==> src/hdl/vpl_pkg.sv <==
// shared types and constants of the via point path length block
`default_nettype none

package vpl_pkg;

    localparam int LEN_W      = 32;
    localparam int TS_W       = 32;
    localparam int RATE_STEPS = 2 * LEN_W;
    localparam logic [TS_W-1:0] TS_RESET = 32'd429497;

    typedef struct packed {
        logic full;
        logic empty;
    } t_q_stat;

endpackage

`default_nettype wire

==> src/hdl/vpl_front.sv <==
// front end: segment vectors, magnitudes and signs of one item
`default_nettype none

module vpl_front #(
    parameter int COORD_WIDTH = 32
) (
    input  wire logic [COORD_WIDTH-1:0]         i_origin_x,
    input  wire logic [COORD_WIDTH-1:0]         i_origin_y,
    input  wire logic [COORD_WIDTH-1:0]         i_origin_z,
    input  wire logic [COORD_WIDTH-1:0]         i_insertion_x,
    input  wire logic [COORD_WIDTH-1:0]         i_insertion_y,
    input  wire logic [COORD_WIDTH-1:0]         i_insertion_z,
    input  wire logic [COORD_WIDTH-1:0]         i_via_x,
    input  wire logic [COORD_WIDTH-1:0]         i_via_y,
    input  wire logic [COORD_WIDTH-1:0]         i_via_z,
    output logic [6*(COORD_WIDTH+1)+5:0]        o_item
);
    localparam int NW = COORD_WIDTH + 1;

    logic signed [NW-1:0] w_a [6];
    logic signed [NW-1:0] w_b [6];
    logic signed [NW-1:0] w_d [6];

    always_comb begin
        w_a[0] = NW'(signed'(i_via_x));
        w_a[1] = NW'(signed'(i_via_y));
        w_a[2] = NW'(signed'(i_via_z));
        w_a[3] = NW'(signed'(i_via_x));
        w_a[4] = NW'(signed'(i_via_y));
        w_a[5] = NW'(signed'(i_via_z));
        w_b[0] = NW'(signed'(i_origin_x));
        w_b[1] = NW'(signed'(i_origin_y));
        w_b[2] = NW'(signed'(i_origin_z));
        w_b[3] = NW'(signed'(i_insertion_x));
        w_b[4] = NW'(signed'(i_insertion_y));
        w_b[5] = NW'(signed'(i_insertion_z));
        o_item = '0;
        for (int k = 0; k < 6; k++) begin
            w_d[k] = w_a[k] - w_b[k];
            o_item[k*NW +: NW] = w_d[k][NW-1] ? NW'(-w_d[k]) : NW'(w_d[k]);
            o_item[6*NW + k]   = w_d[k][NW-1];
        end
    end

endmodule

`default_nettype wire

==> src/hdl/vpl_queue.sv <==
// two entry queue between front and back
`default_nettype none

module vpl_queue #(
    parameter int WIDTH = 204
) (
    input  wire logic             i_clk,
    input  wire logic             i_rst_n,
    input  wire logic             i_push,
    input  wire logic [WIDTH-1:0] i_data,
    input  wire logic             i_pop,
    output logic [WIDTH-1:0]      o_data,
    output vpl_pkg::t_q_stat      o_stat
);
    import vpl_pkg::*;

    logic [WIDTH-1:0] r_mem [2];
    logic             r_wp;
    logic             r_rp;
    logic [1:0]       r_cnt;

    always_ff @(posedge i_clk) begin
        if (i_push) begin
            r_mem[r_wp] <= i_data;
        end
    end

    always_ff @(posedge i_clk) begin
        if (!i_rst_n) begin
            r_wp  <= 1'b0;
            r_rp  <= 1'b0;
            r_cnt <= 2'd0;
        end else begin
            if (i_push) begin
                r_wp <= ~r_wp;
            end
            if (i_pop) begin
                r_rp <= ~r_rp;
            end
            r_cnt <= r_cnt + 2'(i_push) - 2'(i_pop);
        end
    end

    assign o_data       = r_mem[r_rp];
    assign o_stat.full  = r_cnt == 2'd2;
    assign o_stat.empty = r_cnt == 2'd0;

endmodule

`default_nettype wire

==> src/hdl/vpl_back.sv <==
// back end: squares, square roots, divisions and output register
`default_nettype none

module vpl_back #(
    parameter int COORD_WIDTH   = 32,
    parameter int DIR_FRAC_BITS = 14
) (
    input  wire logic                              i_clk,
    input  wire logic                              i_rst_n,
    input  wire logic                              i_cfg_we,
    input  wire logic [vpl_pkg::TS_W-1:0]          i_cfg_data,
    input  wire logic [6*(COORD_WIDTH+1)+5:0]      i_item,
    input  wire vpl_pkg::t_q_stat                  i_q_stat,
    output logic                                   o_pop,
    output logic                                   o_out_valid,
    input  wire logic                              i_out_ready,
    output logic [vpl_pkg::LEN_W-1:0]              o_path_length,
    output logic [vpl_pkg::LEN_W-1:0]              o_length_rate,
    output logic [DIR_FRAC_BITS+1:0]               o_dir [9],
    output logic                                   o_degenerate
);
    import vpl_pkg::*;

    localparam int NW    = COORD_WIDTH + 1;
    localparam int SW    = 2 * NW;
    localparam int DW    = DIR_FRAC_BITS + 2;
    localparam int QW    = DIR_FRAC_BITS + 1;
    localparam int TW    = NW + 1;
    localparam int CNT_W = $clog2(RATE_STEPS + 1);

    localparam logic [2:0] S_IDLE = 3'd0;
    localparam logic [2:0] S_SQ   = 3'd1;
    localparam logic [2:0] S_SQRT = 3'd2;
    localparam logic [2:0] S_DIV  = 3'd3;
    localparam logic [2:0] S_RATE = 3'd4;
    localparam logic [2:0] S_DONE = 3'd5;

    logic [2:0]          r_state;
    logic                r_seg;
    logic [1:0]          r_comp;
    logic [CNT_W-1:0]    r_cnt;
    logic [TS_W-1:0]     r_ts;
    logic [LEN_W-1:0]    r_prev;
    logic [NW-1:0]       r_mag [6];
    logic [5:0]          r_neg;
    logic [SW-1:0]       r_acc;
    logic [SW-1:0]       r_ma;
    logic [NW-1:0]       r_mb;
    logic [SW-1:0]       r_rad;
    logic [NW+1:0]       r_rem;
    logic [NW-1:0]       r_root;
    logic [NW-1:0]       r_len1;
    logic [NW-1:0]       r_len2;
    logic [NW:0]         r_dr;
    logic [QW-1:0]       r_dq;
    logic [DW-1:0]       r_u [6];
    logic [LEN_W-1:0]    r_total;
    logic                r_rneg;
    logic [2*LEN_W-1:0]  r_rn;
    logic [LEN_W-1:0]    r_rr;
    logic [LEN_W-2:0]    r_rq;
    logic                r_ovf;
    logic [LEN_W-1:0]    r_rate;

    logic [2:0]          w_idx;
    logic [2:0]          w_nx;
    logic [SW-1:0]       w_acc_n;
    logic [NW+3:0]       w_rem_sh;
    logic [NW+3:0]       w_trial;
    logic                w_sq_ge;
    logic [NW-1:0]       w_root_n;
    logic [NW-1:0]       w_len;
    logic [NW:0]         w_dt;
    logic                w_d_ge;
    logic [QW-1:0]       w_dq_n;
    logic [QW-1:0]       w_qv;
    logic [DW-1:0]       w_u;
    logic [TW+LEN_W-1:0] w_tot_x;
    logic [LEN_W-1:0]    w_total;
    logic                w_tneg;
    logic [LEN_W:0]      w_rt;
    logic                w_r_ge;
    logic [LEN_W-2:0]    w_rq_n;
    logic                w_ovf_n;
    logic [LEN_W-1:0]    w_rate;
    logic                w_slot;

    always_comb begin
        w_idx    = (r_seg ? 3'd3 : 3'd0) + {1'b0, r_comp};
        w_nx     = (r_comp == 2'd2) ? 3'd3 : w_idx + 3'd1;
        w_acc_n  = r_mb[0] ? r_acc + r_ma : r_acc;
        w_rem_sh = {r_rem, r_rad[SW-1 -: 2]};
        w_trial  = {2'b00, r_root, 2'b01};
        w_sq_ge  = w_rem_sh >= w_trial;
        w_root_n = {r_root[NW-2:0], w_sq_ge};
        w_len    = r_seg ? r_len2 : r_len1;
        w_dt     = (r_cnt == '0) ? r_dr : {r_dr[NW-1:0], 1'b0};
        w_d_ge   = w_dt >= {1'b0, w_len};
        w_dq_n   = {r_dq[QW-2:0], w_d_ge};
        if (w_len == '0) begin
            w_qv = '0;
        end else if (r_mag[w_idx] > w_len) begin
            w_qv = QW'(1) << DIR_FRAC_BITS;
        end else begin
            w_qv = w_dq_n;
        end
        w_u      = r_neg[w_idx] ? DW'(-{1'b0, w_qv}) : DW'({1'b0, w_qv});
        w_tot_x  = {{LEN_W{1'b0}}, TW'(r_len1) + TW'(r_len2)};
        w_total  = (|w_tot_x[TW+LEN_W-1:LEN_W]) ? '1 : w_tot_x[LEN_W-1:0];
        w_tneg   = r_total < r_prev;
        w_rt     = {r_rr, r_rn[2*LEN_W-1]};
        w_r_ge   = w_rt >= {1'b0, r_ts};
        w_rq_n   = {r_rq[LEN_W-3:0], w_r_ge};
        w_ovf_n  = r_ovf | (w_r_ge && (r_cnt <= CNT_W'(LEN_W + 1)));
        if (r_rneg) begin
            w_rate = w_ovf_n ? {1'b1, {(LEN_W-1){1'b0}}} : LEN_W'(-{1'b0, w_rq_n});
        end else begin
            w_rate = w_ovf_n ? {1'b0, {(LEN_W-1){1'b1}}} : {1'b0, w_rq_n};
        end
        w_slot   = !o_out_valid || i_out_ready;
    end

    assign o_pop = (r_state == S_IDLE) && !i_q_stat.empty;

    always_ff @(posedge i_clk) begin
        case (r_state)
            S_IDLE: begin
                for (int k = 0; k < 6; k++) begin
                    r_mag[k] <= i_item[k*NW +: NW];
                end
                r_neg  <= i_item[6*NW +: 6];
                r_acc  <= '0;
                r_ma   <= SW'(i_item[0 +: NW]);
                r_mb   <= i_item[0 +: NW];
            end
            S_SQ: begin
                r_acc <= w_acc_n;
                if (r_cnt == CNT_W'(NW-1)) begin
                    r_ma   <= SW'(r_mag[w_nx]);
                    r_mb   <= r_mag[w_nx];
                    r_rad  <= w_acc_n;
                    r_rem  <= '0;
                    r_root <= '0;
                end else begin
                    r_ma  <= r_ma << 1;
                    r_mb  <= r_mb >> 1;
                end
            end
            S_SQRT: begin
                r_rad  <= r_rad << 2;
                r_rem  <= (NW+2)'(w_sq_ge ? w_rem_sh - w_trial : w_rem_sh);
                r_root <= w_root_n;
                if (r_cnt == CNT_W'(NW-1)) begin
                    if (r_seg) begin
                        r_len2 <= w_root_n;
                    end else begin
                        r_len1 <= w_root_n;
                    end
                    r_dr <= {1'b0, r_mag[w_idx]};
                    r_dq <= '0;
                end
            end
            S_DIV: begin
                if (r_cnt == CNT_W'(QW-1)) begin
                    r_u[w_idx] <= w_u;
                    r_dr       <= {1'b0, r_mag[w_nx]};
                    r_dq       <= '0;
                    if (r_comp == 2'd2) begin
                        r_acc   <= '0;
                        r_ma    <= SW'(r_mag[3]);
                        r_mb    <= r_mag[3];
                        r_total <= w_total;
                    end
                end else begin
                    r_dr <= w_d_ge ? w_dt - {1'b0, w_len} : w_dt;
                    r_dq <= w_dq_n;
                end
            end
            S_RATE: begin
                if (r_cnt == '0) begin
                    r_rneg <= w_tneg;
                    r_rn   <= {w_tneg ? r_prev - r_total : r_total - r_prev, {LEN_W{1'b0}}};
                    r_rr   <= '0;
                    r_rq   <= '0;
                    r_rate <= '0;
                end else begin
                    r_rr   <= w_r_ge ? LEN_W'(w_rt - {1'b0, r_ts}) : w_rt[LEN_W-1:0];
                    r_rn   <= r_rn << 1;
                    r_rq   <= w_rq_n;
                    r_rate <= w_rate;
                end
            end
            default: begin
            end
        endcase
    end

    always_ff @(posedge i_clk) begin
        if (!i_rst_n) begin
            r_state     <= S_IDLE;
            r_seg       <= 1'b0;
            r_comp      <= 2'd0;
            r_cnt       <= '0;
            r_ts        <= TS_RESET;
            r_prev      <= '0;
            r_ovf       <= 1'b0;
            o_out_valid <= 1'b0;
        end else begin
            if (i_cfg_we) begin
                r_ts <= i_cfg_data;
            end
            if (r_state == S_DONE && w_slot) begin
                o_out_valid <= 1'b1;
            end else if (i_out_ready) begin
                o_out_valid <= 1'b0;
            end
            case (r_state)
                S_IDLE: begin
                    if (!i_q_stat.empty) begin
                        r_state <= S_SQ;
                        r_seg   <= 1'b0;
                        r_comp  <= 2'd0;
                        r_cnt   <= '0;
                    end
                end
                S_SQ: begin
                    if (r_cnt == CNT_W'(NW-1)) begin
                        r_cnt <= '0;
                        if (r_comp == 2'd2) begin
                            r_comp  <= 2'd0;
                            r_state <= S_SQRT;
                        end else begin
                            r_comp <= r_comp + 2'd1;
                        end
                    end else begin
                        r_cnt <= r_cnt + CNT_W'(1);
                    end
                end
                S_SQRT: begin
                    if (r_cnt == CNT_W'(NW-1)) begin
                        r_cnt   <= '0;
                        r_state <= S_DIV;
                    end else begin
                        r_cnt <= r_cnt + CNT_W'(1);
                    end
                end
                S_DIV: begin
                    if (r_cnt == CNT_W'(QW-1)) begin
                        r_cnt <= '0;
                        if (r_comp == 2'd2) begin
                            r_comp <= 2'd0;
                            if (r_seg) begin
                                r_state <= S_RATE;
                                r_ovf   <= 1'b0;
                            end else begin
                                r_seg   <= 1'b1;
                                r_state <= S_SQ;
                            end
                        end else begin
                            r_comp <= r_comp + 2'd1;
                        end
                    end else begin
                        r_cnt <= r_cnt + CNT_W'(1);
                    end
                end
                S_RATE: begin
                    if (r_cnt == '0) begin
                        if (r_ts == '0) begin
                            r_state <= S_DONE;
                        end else begin
                            r_cnt <= CNT_W'(1);
                        end
                    end else begin
                        r_ovf <= w_ovf_n;
                        if (r_cnt == CNT_W'(RATE_STEPS)) begin
                            r_cnt   <= '0;
                            r_state <= S_DONE;
                        end else begin
                            r_cnt <= r_cnt + CNT_W'(1);
                        end
                    end
                end
                S_DONE: begin
                    if (w_slot) begin
                        r_prev  <= r_total;
                        r_state <= S_IDLE;
                    end
                end
                default: begin
                    r_state <= S_IDLE;
                end
            endcase
        end
    end

    logic signed [DW:0] w_vmax;
    logic signed [DW:0] w_v [3];

    always_comb begin
        w_vmax = (DW+1)'((1 << (DIR_FRAC_BITS + 1)) - 1);
        for (int k = 0; k < 3; k++) begin
            w_v[k] = -((DW+1)'(signed'(r_u[k])) + (DW+1)'(signed'(r_u[k+3])));
            if (w_v[k] > w_vmax) begin
                w_v[k] = w_vmax;
            end
        end
    end

    always_ff @(posedge i_clk) begin
        if (r_state == S_DONE && w_slot) begin
            o_path_length <= r_total;
            o_length_rate <= r_rate;
            for (int k = 0; k < 6; k++) begin
                o_dir[k] <= r_u[k];
            end
            for (int k = 0; k < 3; k++) begin
                o_dir[6+k] <= w_v[k][DW-1:0];
            end
            o_degenerate <= (r_len1 == '0) || (r_len2 == '0);
        end
    end

endmodule

`default_nettype wire

==> src/hdl/via_point_path_length_and_directions.sv <==
// top level: path length, length rate and unit directions of a via point path
// each item passes the one bit per cycle units in turn: squares, square roots and divisions
// of each segment, then the length rate division, which is skipped with a zero time step
// the back end starts an item only when done with the last; two items can wait in the queue
// synchronous active low reset clears control, queue and stored length, time step to default
`default_nettype none

module via_point_path_length_and_directions #(
    parameter int COORD_WIDTH   = 32,
    parameter int DIR_FRAC_BITS = 14
) (
    input  wire logic                          i_clk,
    input  wire logic                          i_rst_n,
    input  wire logic                          i_cfg_we,
    input  wire logic [vpl_pkg::TS_W-1:0]      i_cfg_data,
    input  wire logic                          i_in_valid,
    output logic                               o_in_ready,
    input  wire logic [COORD_WIDTH-1:0]        i_origin_x,
    input  wire logic [COORD_WIDTH-1:0]        i_origin_y,
    input  wire logic [COORD_WIDTH-1:0]        i_origin_z,
    input  wire logic [COORD_WIDTH-1:0]        i_insertion_x,
    input  wire logic [COORD_WIDTH-1:0]        i_insertion_y,
    input  wire logic [COORD_WIDTH-1:0]        i_insertion_z,
    input  wire logic [COORD_WIDTH-1:0]        i_via_x,
    input  wire logic [COORD_WIDTH-1:0]        i_via_y,
    input  wire logic [COORD_WIDTH-1:0]        i_via_z,
    output logic                               o_out_valid,
    input  wire logic                          i_out_ready,
    output logic [vpl_pkg::LEN_W-1:0]          o_path_length,
    output logic [vpl_pkg::LEN_W-1:0]          o_length_rate,
    output logic [DIR_FRAC_BITS+1:0]           o_origin_dir_x,
    output logic [DIR_FRAC_BITS+1:0]           o_origin_dir_y,
    output logic [DIR_FRAC_BITS+1:0]           o_origin_dir_z,
    output logic [DIR_FRAC_BITS+1:0]           o_insertion_dir_x,
    output logic [DIR_FRAC_BITS+1:0]           o_insertion_dir_y,
    output logic [DIR_FRAC_BITS+1:0]           o_insertion_dir_z,
    output logic [DIR_FRAC_BITS+1:0]           o_via_dir_x,
    output logic [DIR_FRAC_BITS+1:0]           o_via_dir_y,
    output logic [DIR_FRAC_BITS+1:0]           o_via_dir_z,
    output logic                               o_degenerate
);
    import vpl_pkg::*;

    localparam int IW = 6 * (COORD_WIDTH + 1) + 6;

    logic [IW-1:0]          w_front;
    logic [IW-1:0]          w_head;
    t_q_stat                w_q_stat;
    logic                   w_pop;
    logic [DIR_FRAC_BITS+1:0] w_dir [9];

    assign o_in_ready = !w_q_stat.full;

    vpl_front #(
        .COORD_WIDTH(COORD_WIDTH)
    ) u_front (
        .i_origin_x   (i_origin_x),
        .i_origin_y   (i_origin_y),
        .i_origin_z   (i_origin_z),
        .i_insertion_x(i_insertion_x),
        .i_insertion_y(i_insertion_y),
        .i_insertion_z(i_insertion_z),
        .i_via_x      (i_via_x),
        .i_via_y      (i_via_y),
        .i_via_z      (i_via_z),
        .o_item       (w_front)
    );

    vpl_queue #(
        .WIDTH(IW)
    ) u_queue (
        .i_clk  (i_clk),
        .i_rst_n(i_rst_n),
        .i_push (i_in_valid && o_in_ready),
        .i_data (w_front),
        .i_pop  (w_pop),
        .o_data (w_head),
        .o_stat (w_q_stat)
    );

    vpl_back #(
        .COORD_WIDTH  (COORD_WIDTH),
        .DIR_FRAC_BITS(DIR_FRAC_BITS)
    ) u_back (
        .i_clk        (i_clk),
        .i_rst_n      (i_rst_n),
        .i_cfg_we     (i_cfg_we),
        .i_cfg_data   (i_cfg_data),
        .i_item       (w_head),
        .i_q_stat     (w_q_stat),
        .o_pop        (w_pop),
        .o_out_valid  (o_out_valid),
        .i_out_ready  (i_out_ready),
        .o_path_length(o_path_length),
        .o_length_rate(o_length_rate),
        .o_dir        (w_dir),
        .o_degenerate (o_degenerate)
    );

    assign o_origin_dir_x    = w_dir[0];
    assign o_origin_dir_y    = w_dir[1];
    assign o_origin_dir_z    = w_dir[2];
    assign o_insertion_dir_x = w_dir[3];
    assign o_insertion_dir_y = w_dir[4];
    assign o_insertion_dir_z = w_dir[5];
    assign o_via_dir_x       = w_dir[6];
    assign o_via_dir_y       = w_dir[7];
    assign o_via_dir_z       = w_dir[8];

    a_reset_clears_out: assert property (@(posedge i_clk)
        !i_rst_n |=> !o_out_valid)
        else $error("output valid after reset");

    a_len_nonzero: assert property (@(posedge i_clk) disable iff (!i_rst_n)
        (o_out_valid && !o_degenerate) |-> (o_path_length != '0))
        else $error("zero length without degenerate flag");

    a_queue_stat: assert property (@(posedge i_clk) disable iff (!i_rst_n)
        w_q_stat.full |-> !w_q_stat.empty)
        else $error("queue full and empty");

    a_pop_ok: assert property (@(posedge i_clk) disable iff (!i_rst_n)
        w_pop |-> !w_q_stat.empty)
        else $error("pop from empty queue");

endmodule

`default_nettype wire

==> config.mk <==
export PLATFORM = sky130hd
export DESIGN_NAME = via_point_path_length_and_directions
export DESIGN_NICKNAME = d
export VERILOG_FILES = /design/src/hdl/vpl_pkg.sv /design/src/hdl/vpl_front.sv /design/src/hdl/vpl_queue.sv /design/src/hdl/vpl_back.sv /design/src/hdl/via_point_path_length_and_directions.sv
export SDC_FILE = /design/constraint.sdc
export NUM_CORES = 2
export LEC_CHECK = 0
export BUFFER_PORTS_ARGS = -buffer_cell sky130_fd_sc_hd__buf_2
export CORE_UTILIZATION = 35
export CTS_BUF_LIST = sky130_fd_sc_hd__clkbuf_4 sky130_fd_sc_hd__clkbuf_8 sky130_fd_sc_hd__clkbuf_16
export DETAILED_ROUTE_END_ITERATION = 8
export GPL_ROUTABILITY_DRIVEN = 0
export PLACE_DENSITY = 0.58
export SYNTH_ARGS = -nofsm -noshare
export SYNTH_HDL_FRONTEND = slang
export SYNTH_SLANG_ARGS = --single-unit
==> constraint.sdc <==
create_clock -name i_clk -period 31.6 [get_ports i_clk]
set_input_delay 1.58 -clock i_clk [delete_from_list [all_inputs] [get_ports i_clk]]
set_output_delay 1.58 -clock i_clk [all_outputs]
set_load 0.1 [all_outputs]
==> flow_metrics.env <==
export IMPL_drt_total_wl_um=277000
export IMPL_postSynthNetCount=9996
export IMPL_row_count=190
export IMPL_r2r_slack_ps=23220
export IMPL_hold_path_class="reg -> reg"
export IMPL_setup_tns_ps=0
export IMPL_max_freq_mhz=119.3
export IMPL_yosys_area_top_type="edfxtp_1"
export IMPL_cts_sinks=1573
export IMPL_port_buffers=535
export IMPL_drv_slew=0
export IMPL_p_sw_w=0.002981
export IMPL_critPathLaunchType="flip-flop"
export IMPL_critPathCaptureType="flip-flop"
export IMPL_whs_endpoint="u_back.o_length_rate[0]"
export IMPL_ys_ff_latch=1573
export IMPL_p_total_w=0.008096
export IMPL_grt_pass1_wl_um=417200
export IMPL_gr_usage_all_layers_pct=19.65
export IMPL_clock_latency_ps=840
export IMPL_vias_per_cell=5.516
export IMPL_reg2reg_to="u_back.r_u[5][6]"
export IMPL_synth_avg_cell_area_um2=10.47
export IMPL_detail_route_wl_per_cell_um=21.05
export IMPL_finalCriticalPeriod_ps=8383
export IMPL_htreeDepth=4
export IMPL_hp_start="u_back.r_rate[0]"
export IMPL_initial_utilization_pct=35.30
export IMPL_power_density_mw_per_mm2=75.39
export IMPL_final_hold_violation_count=0
export IMPL_die_y_um=522.5
export IMPL_antenna_found_initial=4
export IMPL_cts_root_buf="clkbuf_16"
export IMPL_critical_path_slowest_cell="fa_4"
export IMPL_synthFlopType="edfxtp_1"
export IMPL_place_inst=12830
export IMPL_cts_tree="built"
export IMPL_initialDrtViolationCount=6858
export IMPL_rsz0062_at_grt="no"
export IMPL_ys_warnings_count=0
export IMPL_period_share_pct=26.53
export IMPL_cts_buffers_inserted=176
export IMPL_die_w_um=522.5
export IMPL_tightest_slew_ps=1285
export IMPL_fp_coreArea_mm2=0.2686
export IMPL_synthArstFlopShare_pct=0
export IMPL_maxCapViolations=0
export IMPL_globalRouteOverflowTotal=0
export IMPL_skew_ps=31.87
export IMPL_yosys_area_top_type_share_pct=47.15
export IMPL_slew_limit_headroom_pct=14.36
export IMPL_max_stage_delay_ps=1240
export IMPL_setup_viol=0
export IMPL_hpwl_um=205900
export IMPL_whs_path_depth=0
export IMPL_synthDistinctLibCells=93
export IMPL_path_class="reg -> reg"
export IMPL_ir_drop_uv=85.67
export IMPL_grt_max_degree=176
export IMPL_r2r_start="u_back.r_seg"
export IMPL_fin_nets=10390
export IMPL_p_sw_share_pct=36.83
export IMPL_post_cts_buffers=0
export IMPL_vias=72580
export IMPL_status="completed"
export IMPL_postCtsHoldBufs=0
export IMPL_leakagePower_nw=43.21
export IMPL_layout_area_overhead_vs_synth_pct=13.23
export IMPL_ios=536
export IMPL_die_area_mm2=0.2731
export IMPL_ys_seq_area_share_pct=48.92
export IMPL_syn_area_mm2=0.09484
export IMPL_layoutNonFillerInstCount=13160
export IMPL_power_internal_w=0.005114
export IMPL_ctsResizeCount=0
export IMPL_path_clk_slew_ps=60
export IMPL_r2r_cells=24
export IMPL_drive_gt1_share_pct=13.00
export IMPL_p_seq_share_pct=40.7
export IMPL_pwr_share_comb_pct=33.5
export IMPL_grt_pass1_vias=69340
export IMPL_synth_cells=9060
export IMPL_drc=0
export IMPL_pwr_share_clk_pct=25.8
export IMPL_ys_top_cells_by_area="edfxtp_1, ha_1, a21oi_1"
export IMPL_synth_edf_count=1489
export IMPL_required_ps=32090
export IMPL_path_cells="buf_4, inv_1, fa_4, buf_4, mux2i_1, nand2_1, o211ai_1, o21ai_0, ha_1, a21o_1, a21o_1, a211oi_1, o21a_1, o221a_2, o221ai_1, a21oi_1, a31oi_1, buf_4, nor2_1, nand2_1, ha_1, nor2_1, nor2_1, a311oi_1"
export IMPL_crit_fanout=47
export IMPL_arrival_ps=8870
export IMPL_ant_nets=0
export IMPL_firstDrtPassIters=7
export IMPL_clock_path_buffers=3
[cell type report]
cell class / count / area [µm²]
Timing Repair Buffer: 618 / 3363
Clock inverter: 117 / 1287
Sequential cell: 1573 / 46400
Fill cell: 25950 / 161300
Antenna cell: 2 / 5.005
Inverter: 590 / 2225
Clock buffer: 209 / 4695
Tap cell: 3552 / 4444
Multi-Input combinational cell: 6497 / 44960
[power groups by stage]
stage,Clock (W),Sequential [W],Combinational [W]
floorplan,0,0.00319,0.00190
global placement,0,0.00331,0.00261
detailed placement,0,0.00331,0.00266
CTS,0.00214,0.00328,0.00268
global route,0.00221,0.00331,0.00296
finish,0.00209,0.00330,0.00271
[layout by cell type (no fill, tap or decap), types with 177 or more instances in the layout]
| master | netlist | routed |
|---|---|---|
| xor2_1 | 209 | 209 |
| nor2_1 | 667 | 656 |
| ha_1 | 595 | 594 |
| inv_1 | 586 | 584 |
| mux2_2 | 215 | 215 |
| edfxtp_1 | 1489 | 1489 |
| buf_2 | 2 | 535 |
| xnor2_1 | 344 | 344 |
| o21ai_0 | 459 | 457 |
| clkbuf_16 | 0 | 177 |
| a21o_1 | 358 | 358 |
| mux2i_1 | 249 | 246 |
| nand2_1 | 823 | 821 |
| a21oi_1 | 631 | 630 |
[per-stage QoR]
stage | area [µm²] | setup slack, ps | hold slack [ps] | utilization [%]
2_1_floorplan | 94840 | 15180 | 400.3 | -
3_3_place_gp | 101400 | 23800 | 407.4 | 37.74
3_5_place_dp | 101400 | 23440 | 404.5 | 37.74
4_1_cts | 107400 | 23400 | 417.4 | 39.97
5_1_grt | 107400 | 22730 | 417.4 | 39.97
6_report | 107400 | 23220 | 415.6 | 39.97
[layer usage]
metal	part of all wire (%)	track usage, %	vias to the layer above
met1	46	27.52	35140
li1	-	-	34240
met3	6.3	2.613	470
met4	3.5	6.925	2
met2	45	30.98	2720
met5	0.0047	0	-
[registers in the layout, indices dropped and copies added (netlist names), 33 cells and up, named ones only]
| register | count |
|---|---|
| u_back.r_u | 96 |
| u_queue.r_mem | 408 |
| u_back.o_dir | 144 |
| u_back.r_len1 | 33 |
| u_back.r_root | 33 |
| u_back.r_acc | 66 |
| u_back.r_mag | 198 |
| u_back.r_rad | 66 |
| u_back.r_len2 | 33 |
| u_back.r_dr | 34 |
| u_back.r_mb | 33 |
| u_back.r_rem | 35 |
| u_back.r_ma | 66 |
[synthesized netlist by cell type, types with 17 or more instances]
library cell	instances
a2111oi_0	20
a211oi_1	71
a21boi_0	51
a21o_1	358
a21oi_1	631
a221o_1	18
a221oi_1	83
a31oi_1	99
and2_1	76
and3_1	98
buf_1	37
clkbuf_1	358
dfxtp_1	84
edfxtp_1	1489
ha_1	595
inv_1	586
mux2_2	215
mux2i_1	249
nand2_1	823
nand2b_1	59
nand3_1	165
nand4_1	100
nor2_1	667
nor2b_1	107
nor3_1	163
nor3b_1	17
nor4_1	54
nor4b_1	17
o2111ai_1	21
o211ai_1	71
o21a_1	79
o21ai_0	459
o21bai_1	71
o221ai_1	43
o22ai_1	25
o31a_1	20
o31ai_1	59
o41ai_1	17
or2_2	37
or3_1	62
or4_1	19
xnor2_1	344
xor2_1	209
[worst max-delay path, delay by kind of cell (launching register included)]
kind | cells | cell delay, ps
and+or+nand+nor | 5 | 1110
AOI/OAI and AO/OA | 11 | 2460
buffers and inverters | 4 | 1820
muxes | 1 | 300
DFF | 1 | 390
adders and majority gates | 3 | 1900
[worst max-delay path by stage]
stage                                    to  depth (start not counted)              start  slack, ps
after floorplan           u_back.r_state[2]                          5  u_back.r_state[0]      15180
after global placement    u_back.r_u[1][14]                         24       u_back.r_seg      23800
after detailed placement  u_back.r_u[2][14]                         24       u_back.r_seg      23440
after CTS                  u_back.r_u[5][6]                         24       u_back.r_seg      23400
after global routing       u_back.r_u[2][6]                         24       u_back.r_seg      22730
final                      u_back.r_u[5][6]                         24       u_back.r_seg      23220
[cells by family after synthesis]
family,synth area share [%]
buffers and inverters,3.941
DFF,48.92
and+or+nand+nor,12.68
xor gates and xnor gates,5.107
muxes,5.205
AOI/OAI and AO/OA,15.96
adders and majority gates,8.188
(Power assumes the default switching activity.)
